**src/hiwa_pkg.sv**
```systemverilog
// Package with the shared types, fixed-point constants and states of the heat index averager.
`timescale 1ns / 1ps

package hiwa_pkg;

  // Signed fixed-point operand of the shared arithmetic units.
  typedef logic signed [47:0] fx_t;

  // Window length register.
  localparam logic [4:0] WIN_RESET = 5'd10;
  localparam logic [4:0] WIN_MAX   = 5'd16;

  // Offsets in degrees F, Q16.
  localparam fx_t OFS_32F = 48'sd2097152;
  localparam fx_t OFS_61F = 48'sd3997696;
  localparam fx_t OFS_68F = 48'sd4456448;
  localparam fx_t THR_80F = 48'sd5242880;

  // Scale factors and divisors.
  localparam fx_t        K_T_SCALE  = 48'sd589824;
  localparam fx_t        K_FIFTY    = 48'sd50;
  localparam logic [19:0] D_FIFTY   = 20'd50;
  localparam logic [19:0] D_TEN     = 20'd10;
  localparam logic [19:0] D_NINE_Q16 = 20'd589824;

  // Simple formula coefficients, Q32.
  localparam fx_t K_ONE_TWO    = 48'sd5153960755;
  localparam fx_t K_HUM_SIMPLE = 48'sd403726926;

  // Rothfusz regression coefficients; the constant term is Q16, the others Q32.
  localparam fx_t R_C1 = -48'sd2777350;
  localparam fx_t R_C2 = 48'sd8800453402;
  localparam fx_t R_C3 = 48'sd43565276077;
  localparam fx_t R_C4 = -48'sd965317136;
  localparam fx_t R_C5 = -48'sd29368256;
  localparam fx_t R_C6 = -48'sd235437952;
  localparam fx_t R_C7 = 48'sd5277398;
  localparam fx_t R_C8 = 48'sd3662834;
  localparam fx_t R_C9 = -48'sd8547;

  // Heat index saturation limits in tenths of degree C.
  localparam fx_t HI_MIN = -48'sd1000;
  localparam fx_t HI_MAX = 48'sd3000;

  // Rounding shift applied to a product.
  typedef enum logic [1:0] {
    SH_NONE,
    SH_Q16,
    SH_Q32
  } mul_shift_e;

  // Request from the sequencer to the serial multiplier.
  typedef struct packed {
    logic       start;
    mul_shift_e shift;
  } mul_req_t;

  // Sequencer states.
  typedef enum logic [4:0] {
    ST_IDLE,
    ST_TMUL,
    ST_TDIV,
    ST_HDIV,
    ST_S1,
    ST_S2,
    ST_SCHK,
    ST_R2,
    ST_R3,
    ST_TT,
    ST_R5,
    ST_HH,
    ST_R6,
    ST_TH,
    ST_R4,
    ST_TTH,
    ST_R7,
    ST_THH,
    ST_R8,
    ST_TTHH,
    ST_R9,
    ST_CMUL,
    ST_CDIV,
    ST_ACC,
    ST_AVT,
    ST_AVH,
    ST_AVI,
    ST_OUT
  } ctrl_state_e;

endpackage

```
**src/hiwa_if.sv**
```systemverilog
// Handshake interfaces for the reading input channel and the average output channel.
`timescale 1ns / 1ps

interface hiwa_in_if;
  logic               valid;
  logic               ready;
  logic               reading_ok;
  logic signed [10:0] temp_tenths;
  logic        [9:0]  hum_tenths;

  modport source (output valid, reading_ok, temp_tenths, hum_tenths, input ready);
  modport sink   (input valid, reading_ok, temp_tenths, hum_tenths, output ready);
endinterface

interface hiwa_out_if;
  logic               valid;
  logic               ready;
  logic signed [10:0] avg_temp_tenths;
  logic        [9:0]  avg_hum_tenths;
  logic signed [12:0] avg_heat_index_tenths;
  logic        [4:0]  valid_count;

  modport source (output valid, avg_temp_tenths, avg_hum_tenths, avg_heat_index_tenths,
                  valid_count, input ready);
  modport sink   (input valid, avg_temp_tenths, avg_hum_tenths, avg_heat_index_tenths,
                  valid_count, output ready);
endinterface

```
**src/heat_index_window_averager_unit.sv**
```systemverilog
// Top level of the heat index window averager: sequencer, window sums and output register.
//
// Readings enter on in_i as words; in_i.ready is high only while the sequencer is idle, so
// one reading is worked on at a time. A failed reading skips the arithmetic. A valid reading
// runs the temperature and humidity conversions, the simple formula and the conversion
// back to degrees C through one bit-serial multiplier and one bit-serial divider, and
// the nine-term regression too when it applies. Each multiply steps through the bits of
// its second operand, each divide through the bits of its numerator.
// When a window closes with valid readings, three averaging divides follow and the result
// word is loaded into the output register on out_o.
// If the receiver stalls, the result word waits in that register; the block accepts the
// next reading meanwhile and stalls only if a second window closes before the first
// result is taken.
// cfg_we_i writes cfg_wdata_i into the window length (0 acts as 1, above 16 as 16).
// Reset clears the sums and counters, empties the output register and sets the window
// length to 10.
`timescale 1ns / 1ps

module heat_index_window_averager_unit (
  input  logic        clk_i,
  input  logic        rst_ni,
  input  logic        cfg_we_i,
  input  logic [4:0]  cfg_wdata_i,
  hiwa_in_if.sink     in_i,
  hiwa_out_if.source  out_o
);

  hiwa_pkg::ctrl_state_e state_q, state_d;
  logic                  issued_q, issued_d;
  logic [4:0]            win_q;
  logic                  ok_q, ok_d;
  logic signed [10:0]    tin_q, tin_d;
  logic [9:0]            hin_q, hin_d;
  hiwa_pkg::fx_t         t_q, t_d, h_q, h_d, tt_q, tt_d, hh_q, hh_d;
  hiwa_pkg::fx_t         p_q, p_d, acc_q, acc_d;
  logic signed [12:0]    hidx_q, hidx_d;
  logic signed [14:0]    tsum_q, tsum_d;
  logic [13:0]           hsum_q, hsum_d;
  logic signed [16:0]    isum_q, isum_d;
  logic [4:0]            good_q, good_d;
  logic [4:0]            att_q, att_d;
  logic signed [10:0]    avgt_q, avgt_d;
  logic [9:0]            avgh_q, avgh_d;
  logic signed [12:0]    avgi_q, avgi_d;
  logic                  ov_q, ov_d;
  logic signed [10:0]    ot_q, ot_d;
  logic [9:0]            oh_q, oh_d;
  logic signed [12:0]    oi_q, oi_d;
  logic [4:0]            on_q, on_d;

  hiwa_pkg::mul_req_t    mul_req;
  hiwa_pkg::fx_t         mul_a, mul_b, mul_p;
  logic                  mul_busy, mul_done;
  logic                  div_start, div_busy, div_done;
  hiwa_pkg::fx_t         div_n, div_q;
  logic [19:0]           div_d;
  logic                  in_acc;

  assign in_acc = in_i.valid && in_i.ready;

  // Window length register.
  always_ff @(posedge clk_i or negedge rst_ni) begin
    if (!rst_ni) begin
      win_q <= hiwa_pkg::WIN_RESET;
    end else if (cfg_we_i) begin
      win_q <= cfg_wdata_i;
    end
  end

  // Control state and window counters.
  always_ff @(posedge clk_i or negedge rst_ni) begin
    if (!rst_ni) begin
      state_q  <= hiwa_pkg::ST_IDLE;
      issued_q <= 1'b0;
      tsum_q   <= '0;
      hsum_q   <= '0;
      isum_q   <= '0;
      good_q   <= '0;
      att_q    <= '0;
      ov_q     <= 1'b0;
    end else begin
      state_q  <= state_d;
      issued_q <= issued_d;
      tsum_q   <= tsum_d;
      hsum_q   <= hsum_d;
      isum_q   <= isum_d;
      good_q   <= good_d;
      att_q    <= att_d;
      ov_q     <= ov_d;
    end
  end

  // Working and output payload registers.
  always_ff @(posedge clk_i) begin
    ok_q   <= ok_d;
    tin_q  <= tin_d;
    hin_q  <= hin_d;
    t_q    <= t_d;
    h_q    <= h_d;
    tt_q   <= tt_d;
    hh_q   <= hh_d;
    p_q    <= p_d;
    acc_q  <= acc_d;
    hidx_q <= hidx_d;
    avgt_q <= avgt_d;
    avgh_q <= avgh_d;
    avgi_q <= avgi_d;
    ot_q   <= ot_d;
    oh_q   <= oh_d;
    oi_q   <= oi_d;
    on_q   <= on_d;
  end

  // Operand selection for the shared multiplier and divider.
  always_comb begin
    logic use_mul;
    logic use_div;
    use_mul       = 1'b1;
    use_div       = 1'b0;
    mul_a         = t_q;
    mul_b         = t_q;
    mul_req.shift = hiwa_pkg::SH_Q32;
    div_n         = p_q;
    div_d         = hiwa_pkg::D_FIFTY;
    unique case (state_q)
      hiwa_pkg::ST_TMUL: begin
        mul_a         = {{37{tin_q[10]}}, tin_q};
        mul_b         = hiwa_pkg::K_T_SCALE;
        mul_req.shift = hiwa_pkg::SH_NONE;
      end
      hiwa_pkg::ST_S1: begin
        mul_a = t_q - hiwa_pkg::OFS_68F;
        mul_b = hiwa_pkg::K_ONE_TWO;
      end
      hiwa_pkg::ST_S2: begin mul_a = h_q;  mul_b = hiwa_pkg::K_HUM_SIMPLE; end
      hiwa_pkg::ST_R2: begin mul_a = t_q;  mul_b = hiwa_pkg::R_C2; end
      hiwa_pkg::ST_R3: begin mul_a = h_q;  mul_b = hiwa_pkg::R_C3; end
      hiwa_pkg::ST_R4: begin mul_a = p_q;  mul_b = hiwa_pkg::R_C4; end
      hiwa_pkg::ST_R5: begin mul_a = tt_q; mul_b = hiwa_pkg::R_C5; end
      hiwa_pkg::ST_R6: begin mul_a = hh_q; mul_b = hiwa_pkg::R_C6; end
      hiwa_pkg::ST_R7: begin mul_a = p_q;  mul_b = hiwa_pkg::R_C7; end
      hiwa_pkg::ST_R8: begin mul_a = p_q;  mul_b = hiwa_pkg::R_C8; end
      hiwa_pkg::ST_R9: begin mul_a = p_q;  mul_b = hiwa_pkg::R_C9; end
      hiwa_pkg::ST_TT: begin
        mul_a = t_q;  mul_b = t_q;  mul_req.shift = hiwa_pkg::SH_Q16;
      end
      hiwa_pkg::ST_HH: begin
        mul_a = h_q;  mul_b = h_q;  mul_req.shift = hiwa_pkg::SH_Q16;
      end
      hiwa_pkg::ST_TH: begin
        mul_a = t_q;  mul_b = h_q;  mul_req.shift = hiwa_pkg::SH_Q16;
      end
      hiwa_pkg::ST_TTH: begin
        mul_a = tt_q; mul_b = h_q;  mul_req.shift = hiwa_pkg::SH_Q16;
      end
      hiwa_pkg::ST_THH: begin
        mul_a = t_q;  mul_b = hh_q; mul_req.shift = hiwa_pkg::SH_Q16;
      end
      hiwa_pkg::ST_TTHH: begin
        mul_a = tt_q; mul_b = hh_q; mul_req.shift = hiwa_pkg::SH_Q16;
      end
      hiwa_pkg::ST_CMUL: begin
        mul_a         = acc_q - hiwa_pkg::OFS_32F;
        mul_b         = hiwa_pkg::K_FIFTY;
        mul_req.shift = hiwa_pkg::SH_NONE;
      end
      hiwa_pkg::ST_TDIV: begin
        use_mul = 1'b0; use_div = 1'b1;
      end
      hiwa_pkg::ST_HDIV: begin
        use_mul = 1'b0; use_div = 1'b1;
        div_n   = {22'b0, hin_q, 16'b0};
        div_d   = hiwa_pkg::D_TEN;
      end
      hiwa_pkg::ST_CDIV: begin
        use_mul = 1'b0; use_div = 1'b1;
        div_d   = hiwa_pkg::D_NINE_Q16;
      end
      hiwa_pkg::ST_AVT: begin
        use_mul = 1'b0; use_div = 1'b1;
        div_n   = {{33{tsum_q[14]}}, tsum_q};
        div_d   = {15'b0, good_q};
      end
      hiwa_pkg::ST_AVH: begin
        use_mul = 1'b0; use_div = 1'b1;
        div_n   = {34'b0, hsum_q};
        div_d   = {15'b0, good_q};
      end
      hiwa_pkg::ST_AVI: begin
        use_mul = 1'b0; use_div = 1'b1;
        div_n   = {{31{isum_q[16]}}, isum_q};
        div_d   = {15'b0, good_q};
      end
      default: begin
        use_mul = 1'b0;
      end
    endcase
    mul_req.start = use_mul && !issued_q;
    div_start     = use_div && !issued_q;
  end

  // Sequencer: next state and register updates.
  always_comb begin
    hiwa_pkg::fx_t res;
    hiwa_pkg::fx_t half_up;
    hiwa_pkg::fx_t hi_simple;
    logic [4:0]    len;
    logic [4:0]    att_inc;
    logic [4:0]    good_inc;
    state_d  = state_q;
    issued_d = issued_q;
    ok_d     = ok_q;
    tin_d    = tin_q;
    hin_d    = hin_q;
    t_d      = t_q;
    h_d      = h_q;
    tt_d     = tt_q;
    hh_d     = hh_q;
    p_d      = p_q;
    acc_d    = acc_q;
    hidx_d   = hidx_q;
    tsum_d   = tsum_q;
    hsum_d   = hsum_q;
    isum_d   = isum_q;
    good_d   = good_q;
    att_d    = att_q;
    avgt_d   = avgt_q;
    avgh_d   = avgh_q;
    avgi_d   = avgi_q;
    ov_d     = ov_q;
    ot_d     = ot_q;
    oh_d     = oh_q;
    oi_d     = oi_q;
    on_d     = on_q;
    res      = mul_done ? mul_p : div_q;

    // Halve the simple sum with ties away from zero.
    if (acc_q[47]) begin
      half_up   = hiwa_pkg::fx_t'(-acc_q) + 48'sd1;
      hi_simple = -(half_up >>> 1);
    end else begin
      half_up   = acc_q + 48'sd1;
      hi_simple = half_up >>> 1;
    end

    // Effective window length.
    if (win_q == 5'd0) begin
      len = 5'd1;
    end else if (win_q > hiwa_pkg::WIN_MAX) begin
      len = hiwa_pkg::WIN_MAX;
    end else begin
      len = win_q;
    end
    att_inc  = att_q + 5'd1;
    good_inc = good_q + 5'd1;

    // The output register frees when its word is taken.
    if (ov_q && out_o.ready) begin
      ov_d = 1'b0;
    end

    if (mul_req.start || div_start) begin
      issued_d = 1'b1;
    end
    if (mul_done || div_done) begin
      issued_d = 1'b0;
    end

    unique case (state_q)
      hiwa_pkg::ST_IDLE: begin
        if (in_acc) begin
          ok_d    = in_i.reading_ok;
          tin_d   = in_i.temp_tenths;
          hin_d   = in_i.hum_tenths;
          state_d = in_i.reading_ok ? hiwa_pkg::ST_TMUL : hiwa_pkg::ST_ACC;
        end
      end
      hiwa_pkg::ST_TMUL: if (mul_done) begin p_d = res; state_d = hiwa_pkg::ST_TDIV; end
      hiwa_pkg::ST_TDIV: begin
        if (div_done) begin
          t_d     = res + hiwa_pkg::OFS_32F;
          state_d = hiwa_pkg::ST_HDIV;
        end
      end
      hiwa_pkg::ST_HDIV: if (div_done) begin h_d = res; state_d = hiwa_pkg::ST_S1; end
      hiwa_pkg::ST_S1: begin
        if (mul_done) begin
          acc_d   = t_q + hiwa_pkg::OFS_61F + res;
          state_d = hiwa_pkg::ST_S2;
        end
      end
      hiwa_pkg::ST_S2: if (mul_done) begin acc_d = acc_q + res; state_d = hiwa_pkg::ST_SCHK; end
      hiwa_pkg::ST_SCHK: begin
        if (hi_simple > hiwa_pkg::THR_80F) begin
          acc_d   = hiwa_pkg::R_C1;
          state_d = hiwa_pkg::ST_R2;
        end else begin
          acc_d   = hi_simple;
          state_d = hiwa_pkg::ST_CMUL;
        end
      end
      hiwa_pkg::ST_R2: if (mul_done) begin acc_d = acc_q + res; state_d = hiwa_pkg::ST_R3; end
      hiwa_pkg::ST_R3: if (mul_done) begin acc_d = acc_q + res; state_d = hiwa_pkg::ST_TT; end
      hiwa_pkg::ST_TT: if (mul_done) begin tt_d = res; state_d = hiwa_pkg::ST_R5; end
      hiwa_pkg::ST_R5: if (mul_done) begin acc_d = acc_q + res; state_d = hiwa_pkg::ST_HH; end
      hiwa_pkg::ST_HH: if (mul_done) begin hh_d = res; state_d = hiwa_pkg::ST_R6; end
      hiwa_pkg::ST_R6: if (mul_done) begin acc_d = acc_q + res; state_d = hiwa_pkg::ST_TH; end
      hiwa_pkg::ST_TH: if (mul_done) begin p_d = res; state_d = hiwa_pkg::ST_R4; end
      hiwa_pkg::ST_R4: if (mul_done) begin acc_d = acc_q + res; state_d = hiwa_pkg::ST_TTH; end
      hiwa_pkg::ST_TTH: if (mul_done) begin p_d = res; state_d = hiwa_pkg::ST_R7; end
      hiwa_pkg::ST_R7: if (mul_done) begin acc_d = acc_q + res; state_d = hiwa_pkg::ST_THH; end
      hiwa_pkg::ST_THH: if (mul_done) begin p_d = res; state_d = hiwa_pkg::ST_R8; end
      hiwa_pkg::ST_R8: if (mul_done) begin acc_d = acc_q + res; state_d = hiwa_pkg::ST_TTHH; end
      hiwa_pkg::ST_TTHH: if (mul_done) begin p_d = res; state_d = hiwa_pkg::ST_R9; end
      hiwa_pkg::ST_R9: if (mul_done) begin acc_d = acc_q + res; state_d = hiwa_pkg::ST_CMUL; end
      hiwa_pkg::ST_CMUL: if (mul_done) begin p_d = res; state_d = hiwa_pkg::ST_CDIV; end
      hiwa_pkg::ST_CDIV: begin
        if (div_done) begin
          if (res < hiwa_pkg::HI_MIN) begin
            hidx_d = 13'(hiwa_pkg::HI_MIN);
          end else if (res > hiwa_pkg::HI_MAX) begin
            hidx_d = 13'(hiwa_pkg::HI_MAX);
          end else begin
            hidx_d = res[12:0];
          end
          state_d = hiwa_pkg::ST_ACC;
        end
      end
      hiwa_pkg::ST_ACC: begin
        if (ok_q) begin
          tsum_d = tsum_q + {{4{tin_q[10]}}, tin_q};
          hsum_d = hsum_q + {4'b0, hin_q};
          isum_d = isum_q + {{4{hidx_q[12]}}, hidx_q};
          good_d = good_inc;
        end
        att_d   = att_inc;
        state_d = hiwa_pkg::ST_IDLE;
        if (att_inc >= len) begin
          if (ok_q || good_q != 5'd0) begin
            state_d = hiwa_pkg::ST_AVT;
          end else begin
            att_d = 5'd0;
          end
        end
      end
      hiwa_pkg::ST_AVT: if (div_done) begin avgt_d = res[10:0]; state_d = hiwa_pkg::ST_AVH; end
      hiwa_pkg::ST_AVH: if (div_done) begin avgh_d = res[9:0]; state_d = hiwa_pkg::ST_AVI; end
      hiwa_pkg::ST_AVI: if (div_done) begin avgi_d = res[12:0]; state_d = hiwa_pkg::ST_OUT; end
      hiwa_pkg::ST_OUT: begin
        // Load the result word once the output register is free, then clear the window.
        if (!ov_q || out_o.ready) begin
          ov_d    = 1'b1;
          ot_d    = avgt_q;
          oh_d    = avgh_q;
          oi_d    = avgi_q;
          on_d    = good_q;
          tsum_d  = '0;
          hsum_d  = '0;
          isum_d  = '0;
          good_d  = '0;
          att_d   = '0;
          state_d = hiwa_pkg::ST_IDLE;
        end
      end
      default: state_d = hiwa_pkg::ST_IDLE;
    endcase
  end

  // Shared arithmetic units.
  hiwa_serial_mul u_mul (
    .clk_i  (clk_i),
    .rst_ni (rst_ni),
    .req_i  (mul_req),
    .a_i    (mul_a),
    .b_i    (mul_b),
    .busy_o (mul_busy),
    .done_o (mul_done),
    .p_o    (mul_p)
  );

  hiwa_serial_div u_div (
    .clk_i   (clk_i),
    .rst_ni  (rst_ni),
    .start_i (div_start),
    .n_i     (div_n),
    .d_i     (div_d),
    .busy_o  (div_busy),
    .done_o  (div_done),
    .q_o     (div_q)
  );

  // Channel outputs.
  assign in_i.ready                  = (state_q == hiwa_pkg::ST_IDLE);
  assign out_o.valid                 = ov_q;
  assign out_o.avg_temp_tenths       = ot_q;
  assign out_o.avg_hum_tenths        = oh_q;
  assign out_o.avg_heat_index_tenths = oi_q;
  assign out_o.valid_count           = on_q;

  // A unit is never started while it is still working.
  a_mul_start_idle: assert property (@(posedge clk_i) disable iff (!rst_ni)
    mul_req.start |-> !mul_busy)
    else $error("multiplier started while busy");

  a_div_start_idle: assert property (@(posedge clk_i) disable iff (!rst_ni)
    div_start |-> !div_busy)
    else $error("divider started while busy");

  // The saturated heat index is within range when it is added to the sum.
  a_hidx_range: assert property (@(posedge clk_i) disable iff (!rst_ni)
    (state_q == hiwa_pkg::ST_ACC && ok_q) |->
      (hidx_q >= -13'sd1000 && hidx_q <= 13'sd3000))
    else $error("heat index out of saturation range");

  // Valid readings never outnumber attempts in a window.
  a_good_le_att: assert property (@(posedge clk_i) disable iff (!rst_ni)
    good_q <= att_q)
    else $error("valid count exceeds attempt count");

  // A result word is only loaded while the averaging path finishes.
  a_load_from_out: assert property (@(posedge clk_i) disable iff (!rst_ni)
    $rose(ov_q) |-> $past(state_q) == hiwa_pkg::ST_OUT)
    else $error("output loaded outside the output state");

endmodule

```
**src/hiwa_serial_mul.sv**
```systemverilog
// Bit-serial shift-add multiplier with round-to-nearest rescaling of the product.
`timescale 1ns / 1ps

module hiwa_serial_mul (
  input  logic               clk_i,
  input  logic               rst_ni,
  input  hiwa_pkg::mul_req_t req_i,
  input  hiwa_pkg::fx_t      a_i,
  input  hiwa_pkg::fx_t      b_i,
  output logic               busy_o,
  output logic               done_o,
  output hiwa_pkg::fx_t      p_o
);

  logic                 busy_q, busy_d;
  logic                 done_q, done_d;
  logic                 neg_q, neg_d;
  hiwa_pkg::mul_shift_e sh_q, sh_d;
  logic [63:0]          ma_q, ma_d;
  logic [47:0]          mb_q, mb_d;
  logic [63:0]          acc_q, acc_d;
  hiwa_pkg::fx_t        p_q, p_d;

  // Control registers.
  always_ff @(posedge clk_i or negedge rst_ni) begin
    if (!rst_ni) begin
      busy_q <= 1'b0;
      done_q <= 1'b0;
    end else begin
      busy_q <= busy_d;
      done_q <= done_d;
    end
  end

  // Datapath registers.
  always_ff @(posedge clk_i) begin
    neg_q <= neg_d;
    sh_q  <= sh_d;
    ma_q  <= ma_d;
    mb_q  <= mb_d;
    acc_q <= acc_d;
    p_q   <= p_d;
  end

  // One multiplier bit per cycle until none is set, then round and fix the sign.
  always_comb begin
    logic [47:0] abs_a;
    logic [47:0] abs_b;
    logic [63:0] half;
    logic [63:0] rnd;
    logic [63:0] mag;
    busy_d = busy_q;
    done_d = 1'b0;
    neg_d  = neg_q;
    sh_d   = sh_q;
    ma_d   = ma_q;
    mb_d   = mb_q;
    acc_d  = acc_q;
    p_d    = p_q;
    abs_a  = a_i[47] ? 48'(-a_i) : 48'(a_i);
    abs_b  = b_i[47] ? 48'(-b_i) : 48'(b_i);
    unique case (sh_q)
      hiwa_pkg::SH_Q16: half = 64'h0000_0000_0000_8000;
      hiwa_pkg::SH_Q32: half = 64'h0000_0000_8000_0000;
      default:          half = 64'h0;
    endcase
    rnd = acc_q + half;
    unique case (sh_q)
      hiwa_pkg::SH_Q16: mag = rnd >> 16;
      hiwa_pkg::SH_Q32: mag = rnd >> 32;
      default:          mag = rnd;
    endcase
    if (!busy_q) begin
      if (req_i.start) begin
        busy_d = 1'b1;
        neg_d  = a_i[47] ^ b_i[47];
        sh_d   = req_i.shift;
        ma_d   = {16'b0, abs_a};
        mb_d   = abs_b;
        acc_d  = 64'h0;
      end
    end else if (mb_q != 48'h0) begin
      if (mb_q[0]) begin
        acc_d = acc_q + ma_q;
      end
      ma_d = {ma_q[62:0], 1'b0};
      mb_d = {1'b0, mb_q[47:1]};
    end else begin
      p_d    = neg_q ? hiwa_pkg::fx_t'(-mag[47:0]) : hiwa_pkg::fx_t'(mag[47:0]);
      busy_d = 1'b0;
      done_d = 1'b1;
    end
  end

  assign busy_o = busy_q;
  assign done_o = done_q;
  assign p_o    = p_q;

endmodule

```
**src/hiwa_serial_div.sv**
```systemverilog
// Bit-serial restoring divider that rounds to nearest with ties away from zero.
`timescale 1ns / 1ps

module hiwa_serial_div (
  input  logic          clk_i,
  input  logic          rst_ni,
  input  logic          start_i,
  input  hiwa_pkg::fx_t n_i,
  input  logic [19:0]   d_i,
  output logic          busy_o,
  output logic          done_o,
  output hiwa_pkg::fx_t q_o
);

  localparam int unsigned NumW = 49;
  localparam logic [5:0]  DivSteps = 6'(NumW);

  logic            busy_q, busy_d;
  logic            done_q, done_d;
  logic            neg_q, neg_d;
  logic [5:0]      cnt_q, cnt_d;
  logic [NumW-1:0] num_q, num_d;
  logic [19:0]     rem_q, rem_d;
  logic [19:0]     den_q, den_d;
  hiwa_pkg::fx_t   q_q, q_d;

  // Control registers.
  always_ff @(posedge clk_i or negedge rst_ni) begin
    if (!rst_ni) begin
      busy_q <= 1'b0;
      done_q <= 1'b0;
      cnt_q  <= 6'd0;
    end else begin
      busy_q <= busy_d;
      done_q <= done_d;
      cnt_q  <= cnt_d;
    end
  end

  // Datapath registers.
  always_ff @(posedge clk_i) begin
    neg_q <= neg_d;
    num_q <= num_d;
    rem_q <= rem_d;
    den_q <= den_d;
    q_q   <= q_d;
  end

  // The numerator magnitude is biased by half the divisor, then one quotient bit per cycle.
  always_comb begin
    logic [47:0] abs_n;
    logic [20:0] rem_sh;
    busy_d = busy_q;
    done_d = 1'b0;
    neg_d  = neg_q;
    cnt_d  = cnt_q;
    num_d  = num_q;
    rem_d  = rem_q;
    den_d  = den_q;
    q_d    = q_q;
    abs_n  = n_i[47] ? 48'(-n_i) : 48'(n_i);
    rem_sh = {rem_q, num_q[NumW-1]};
    if (!busy_q) begin
      if (start_i) begin
        busy_d = 1'b1;
        neg_d  = n_i[47];
        cnt_d  = DivSteps;
        num_d  = {1'b0, abs_n} + {30'b0, d_i[19:1]};
        rem_d  = 20'h0;
        den_d  = d_i;
      end
    end else if (cnt_q != 6'd0) begin
      if (rem_sh >= {1'b0, den_q}) begin
        rem_d = 20'(rem_sh - {1'b0, den_q});
        num_d = {num_q[NumW-2:0], 1'b1};
      end else begin
        rem_d = rem_sh[19:0];
        num_d = {num_q[NumW-2:0], 1'b0};
      end
      cnt_d = cnt_q - 6'd1;
    end else begin
      q_d    = neg_q ? hiwa_pkg::fx_t'(-num_q[47:0]) : hiwa_pkg::fx_t'(num_q[47:0]);
      busy_d = 1'b0;
      done_d = 1'b1;
    end
  end

  assign busy_o = busy_q;
  assign done_o = done_q;
  assign q_o    = q_q;

endmodule
```
**src/flat_wrapper.sv**
```systemverilog
// flat-port wrapper written by rule: the top's interface ports become plain ports
module heat_index_window_averager_unit_flat 
  (clk_i, rst_ni, cfg_we_i, cfg_wdata_i, in_i_valid, in_i_reading_ok, in_i_temp_tenths, in_i_hum_tenths, in_i_ready, out_o_valid, out_o_avg_temp_tenths, out_o_avg_hum_tenths, out_o_avg_heat_index_tenths, out_o_valid_count, out_o_ready);
  hiwa_in_if in_i_i ();
  hiwa_out_if out_o_i ();
  input  logic clk_i;
  input  logic rst_ni;
  input  logic cfg_we_i;
  input  logic [4:0] cfg_wdata_i;
  input wire logic [$bits(in_i_i.valid)-1:0] in_i_valid;
  input wire logic [$bits(in_i_i.reading_ok)-1:0] in_i_reading_ok;
  input wire logic [$bits(in_i_i.temp_tenths)-1:0] in_i_temp_tenths;
  input wire logic [$bits(in_i_i.hum_tenths)-1:0] in_i_hum_tenths;
  output wire logic [$bits(in_i_i.ready)-1:0] in_i_ready;
  output wire logic [$bits(out_o_i.valid)-1:0] out_o_valid;
  output wire logic [$bits(out_o_i.avg_temp_tenths)-1:0] out_o_avg_temp_tenths;
  output wire logic [$bits(out_o_i.avg_hum_tenths)-1:0] out_o_avg_hum_tenths;
  output wire logic [$bits(out_o_i.avg_heat_index_tenths)-1:0] out_o_avg_heat_index_tenths;
  output wire logic [$bits(out_o_i.valid_count)-1:0] out_o_valid_count;
  input wire logic [$bits(out_o_i.ready)-1:0] out_o_ready;
  assign in_i_i.valid = in_i_valid;
  assign in_i_i.reading_ok = in_i_reading_ok;
  assign in_i_i.temp_tenths = in_i_temp_tenths;
  assign in_i_i.hum_tenths = in_i_hum_tenths;
  assign in_i_ready = in_i_i.ready;
  assign out_o_valid = out_o_i.valid;
  assign out_o_avg_temp_tenths = out_o_i.avg_temp_tenths;
  assign out_o_avg_hum_tenths = out_o_i.avg_hum_tenths;
  assign out_o_avg_heat_index_tenths = out_o_i.avg_heat_index_tenths;
  assign out_o_valid_count = out_o_i.valid_count;
  assign out_o_i.ready = out_o_ready;
  heat_index_window_averager_unit u_core (.clk_i(clk_i), .rst_ni(rst_ni), .cfg_we_i(cfg_we_i), .cfg_wdata_i(cfg_wdata_i), .in_i(in_i_i), .out_o(out_o_i));
endmodule
```
**config.mk**
```make
export PLATFORM = sky130hd
export DESIGN_NAME = heat_index_window_averager_unit_flat
export DESIGN_NICKNAME = d
export VERILOG_FILES = /design/src/hiwa_pkg.sv /design/src/hiwa_if.sv /design/src/heat_index_window_averager_unit.sv /design/src/hiwa_serial_mul.sv /design/src/hiwa_serial_div.sv /design/src/flat_wrapper.sv
export SDC_FILE = /design/constraint.sdc
export NUM_CORES = 2
export LEC_CHECK = 0
export BUFFER_PORTS_ARGS = -buffer_cell sky130_fd_sc_hd__buf_2
export CELL_PAD_IN_SITES_DETAIL_PLACEMENT = 1
export CELL_PAD_IN_SITES_GLOBAL_PLACEMENT = 2
export CORE_ASPECT_RATIO = 1.75
export CORE_MARGIN = 8
export CORE_UTILIZATION = 42
export DETAILED_ROUTE_END_ITERATION = 8
export GPL_TIMING_DRIVEN = 0
export PLACE_DENSITY_LB_ADDON = 0.05
export SLEW_MARGIN = 20
export SYNTH_ARGS = -nofsm -noshare
export SYNTH_HDL_FRONTEND = slang
export SYNTH_SLANG_ARGS = --single-unit
```
**constraint.sdc**
```tcl
create_clock -name clk_i -period 20.7 [get_ports clk_i]
set_clock_uncertainty 0.2 [all_clocks]
set_input_delay 3.105 -clock clk_i [delete_from_list [all_inputs] [get_ports clk_i]]
set_output_delay 3.105 -clock clk_i [all_outputs]
set_load 0.05 [all_outputs]
```
==> results.md <==
- WHS: 217 ps
- Largest family of logic cells by synthesized area: compound AO/OA/AOI/OAI gates
- Arr. time, crit path: 10,690 ps
- Syn Std Cell Area: 0.0600 mm2
- Antenna violations before repair: 14
- TritonCTS clock tree: built
- Vias in the first global route: 58,200
- Top Registers: u_core.u_mul.acc_q x64, u_core.u_mul.ma_q x64, u_core.u_div.num_q x49
- Setup violation total in the final timing report: 0
- Sw Share: 22.0%
- Hold Fails Final Rpt: 0
- Layout Utilization: 46.9%
- Synth Area in Simple Gates: 18.7%
- CTS sink count: 826
- Clock Power Share: 48.7%
- Ys flop type: edfxtp_1
- Global-route wire length before repair: 421,000 um
- Synthesized-area fraction occupied by adder cells: 6.21%
- Worst flop-to-flop path endpoint: u_core.acc_q[47]$_DFFE_PP_
- Syn_nets: 6,752
- IO Count: 73
- PwrDens: 52.8 mW/mm2
- Antenna viol nets, final: 0
- Post-Route Setup TNS: 0 ps
- Post-CTS Setup Repair Bufs: 0
- Crit-path max FO: 11
- Gate power share: 0.3%
- Setup crit end kind: register
- Met2 GRT Util: 64.7%
- Die area: 0.156 mm2
- Worst-path clk slew: 70 ps
- Post-layout net count: 6,965
- NetSw: 0.000775 W
- First drt pass iteration count: 9
- Largest net degree at the start of global routing: 63
- Syn Area/Cell: 9.34 um2
- Leak pwr: 24.8 nW
- Outcome: finished, final reports clean
- Routed len/inst: 34.9 um
- Die Wd: 302 um
- Max-cap violations: 0
- Fill cell count: 16,200
- Port Buf Inserts: 72
- Routed WL: 299,000 um
- Clk root buf: clkbuf_16
- VDD IR max: 0.0622 mV
- GRT Total Usage: 37.4%
- DR vias: 56,600
- Top Usage Layer GRT: met2
- XOR/XNOR share of the synthesized area: 9.02%
- Ys async rst share: 9.44%
- Hold Path Sink: u_core.out_o.avg_hum_tenths[0]$_DFFE_PP_
- Period utilization: 51.0%
- Slew margin rel.: 12.1%
- CTS-repair resized insts: 0
- Worst EP required: 20,840 ps
- Placed insts: 8,395
- Post-layout min period: 10,550 ps
- Hold Crit Class: register to register
- HPWL after detailed placement: 239,000 um
- Via/cell ratio: 6.60
- #FFs+latches synth: 826
- Sequential area share after synthesis: 40.7%
- P_int: 0.00274 W
- GR Util met3: 5.84%
- Post-CTS Hold Fix Bufs: 0
- Worst hold path cell count: 0
- Clk_lat worst skew: 730 ps
- Post-Syn Instances: 6,427
- CP Launch Type: register
- R2r setup slk: 10,150 ps
- Power share of the sequential group: 51.0%
- Worst-Margin Slew: 1320 ps
- Chip height: 516 um
- Synthesis-to-layout area growth: 11.0%
- R2r worst-path depth: 21
- Placer Congestion: 1.07
- H-tree lvl count: 3
- Initial Utilization: 42.3%
- Synth Area in Compound Gates: 20.4%
- GRT overflow: 0
- RSZ-0062 raised after global routing: no
- Yosys cell types: 106
- Fmax: 94.8 MHz
- Critical path class: register to register
- Initial drt markers: 4,737
- Fraction of layout cells with a size suffix above 1: 6.77%
- Final slew viol count: 0
- Final std cells w/o fill: 8,568
- GR Util met1: 38.7%
- Source of the worst register-to-register timing path: u_core.u_mul.done_o$_DFF_PN0_
- Std cell rows: 183
- # DRC: 0
- Yosys warning total: 0
- Mux contribution to synthesized area: 1.52%
- CTS Buf Count: 87
- Hold Startpoint: u_core.avgh_q[0]$_DFFE_PP_
- EDFF count, synth: 748
- Placeable Area: 0.142 mm2
- Max Buffers Root-to-Sink: 3
## power by group through the flow
stage                     clock, W  combinational (W)  sequential [W]
final                      0.00171          0.0000114         0.00179
after global routing       0.00177          0.0000130         0.00179
after CTS                  0.00172          0.0000119         0.00179
after detailed placement         0          0.0000117         0.00183
after global placement           0          0.0000106         0.00183
after floorplan                  0         0.00000307         0.00183
## cells in the final DEF (no fill, tap or decap), types with 176 or more instances in the layout
cell | netlist | final
nor2_1 | 396 | 391
xnor2_1 | 383 | 383
xor2_1 | 235 | 235
nand3_1 | 176 | 176
a21oi_1 | 399 | 399
nand2_1 | 670 | 668
o21ai_0 | 473 | 469
ha_1 | 285 | 285
edfxtp_1 | 748 | 748
clkbuf_1 | 281 | 294
inv_1 | 199 | 199
## final cells by class
class,instances,area [um2],share of cell area (%)
Antenna cell,7,17.5,0.0263
Inverter,203,762,1.14
Sequential cell,826,24400,36.7
Timing Repair Buffer,124,1050,1.58
Buffer,340,1330,1.99
Multi-Input combinational cell,5058,33700,50.6
Clock inverter,51,682,1.02
Tap cell,1850,2310,3.47
Clock buffer,109,2320,3.48
## routing by layer
layer  vias up  wire length (um)
met5         -                57
met2      2384            146000
met4         8             33700
met1     28600            102000
met3       962             17700
li1      24600                 -
## worst max-delay path by stage
stage	end	from	slack [ps]	depth (start not counted)
after global placement	u_core.u_mul.acc_q[56]$_SDFFCE_PN0P_	u_core.u_mul.mb_q[33]$_DFFE_PP_	-4460	5
after global routing	u_core.acc_q[47]$_DFFE_PP_	u_core.u_mul.done_o$_DFF_PN0_	9960	20
after CTS	u_core.acc_q[44]$_DFFE_PP_	u_core.u_mul.done_o$_DFF_PN0_	10260	21
after floorplan	u_core.u_mul.acc_q[0]$_SDFFCE_PN0P_	u_core.u_mul.mb_q[33]$_DFFE_PP_	5180	5
final	u_core.acc_q[47]$_DFFE_PP_	u_core.u_mul.done_o$_DFF_PN0_	10150	21
after detailed placement	u_core.acc_q[44]$_DFFE_PP_	u_core.u_mul.done_o$_DFF_PN0_	10350	21
## cells by family (layout without fill, tap and decap cells)
logic type / Yosys count / in the layout
simple gates: 2210 / 2210
fa+ha+maj: 293 / 293
flops: 826 / 826
other cells: 0 / 7
mux: 88 / 88
buf+inv: 543 / 827
xor+xnor: 618 / 618
compound gates: 1849 / 1849
## cell usage after synthesis, types with 47 or more instances
master	instances	area share, %
edfxtp_1	748	37
nand2_1	670	4.2
o21ai_0	473	3.9
a21oi_1	399	3.3
nor2_1	396	2.5
xnor2_1	383	5.6
ha_1	285	5.9
clkbuf_1	281	1.8
xor2_1	235	3.4
inv_1	199	1.2
nand3_1	176	1.5
nor3_1	149	1.2
a21o_1	135	1.7
and2_1	111	1.2
nand4_1	103	1.1
nor4_1	94	0.98
a22oi_1	76	0.95
dfrtp_1	76	3.2
or3_1	74	0.77
and3_1	73	0.76
o31ai_1	73	0.91
nand2b_1	66	0.69
mux2i_1	61	1.0
or4_1	60	0.75
a31oi_1	51	0.53
nor2b_1	51	0.53
o21bai_1	50	0.63
o21a_1	48	0.60
a221o_1	47	0.78
o211ai_1	47	0.59
## stage by stage
step / setup slack [ps] / area, um2 / power [W]
finish: 10150 / 66600 / 0.00352
global route: 9960 / 66600 / 0.00358
CTS: 10260 / 66500 / 0.00353
detailed placement: 10350 / 63500 / 0.00184
global placement: -4460 / 62700 / 0.00184
floorplan: 5180 / 60000 / 0.00183
## critical path, stage by stage (launching register included)
cell      delay [ps]
dfrtp_1          420
buf_1            420
clkbuf_1         560
buf_1            660
buf_1            620
clkbuf_2         670
mux2i_1          820
inv_1            670
ha_1             530
a211oi_1          90
o21ai_0          340
nand3_1          200
o21ai_0          520
a31oi_1          330
o21ai_0          670
a21oi_1          360
o21ai_0          810
a21oi_1          260
o21ai_0          270
a21oi_1          130
xnor2_1          230
o221ai_1         330
Power figures use the tool's default switching activity.
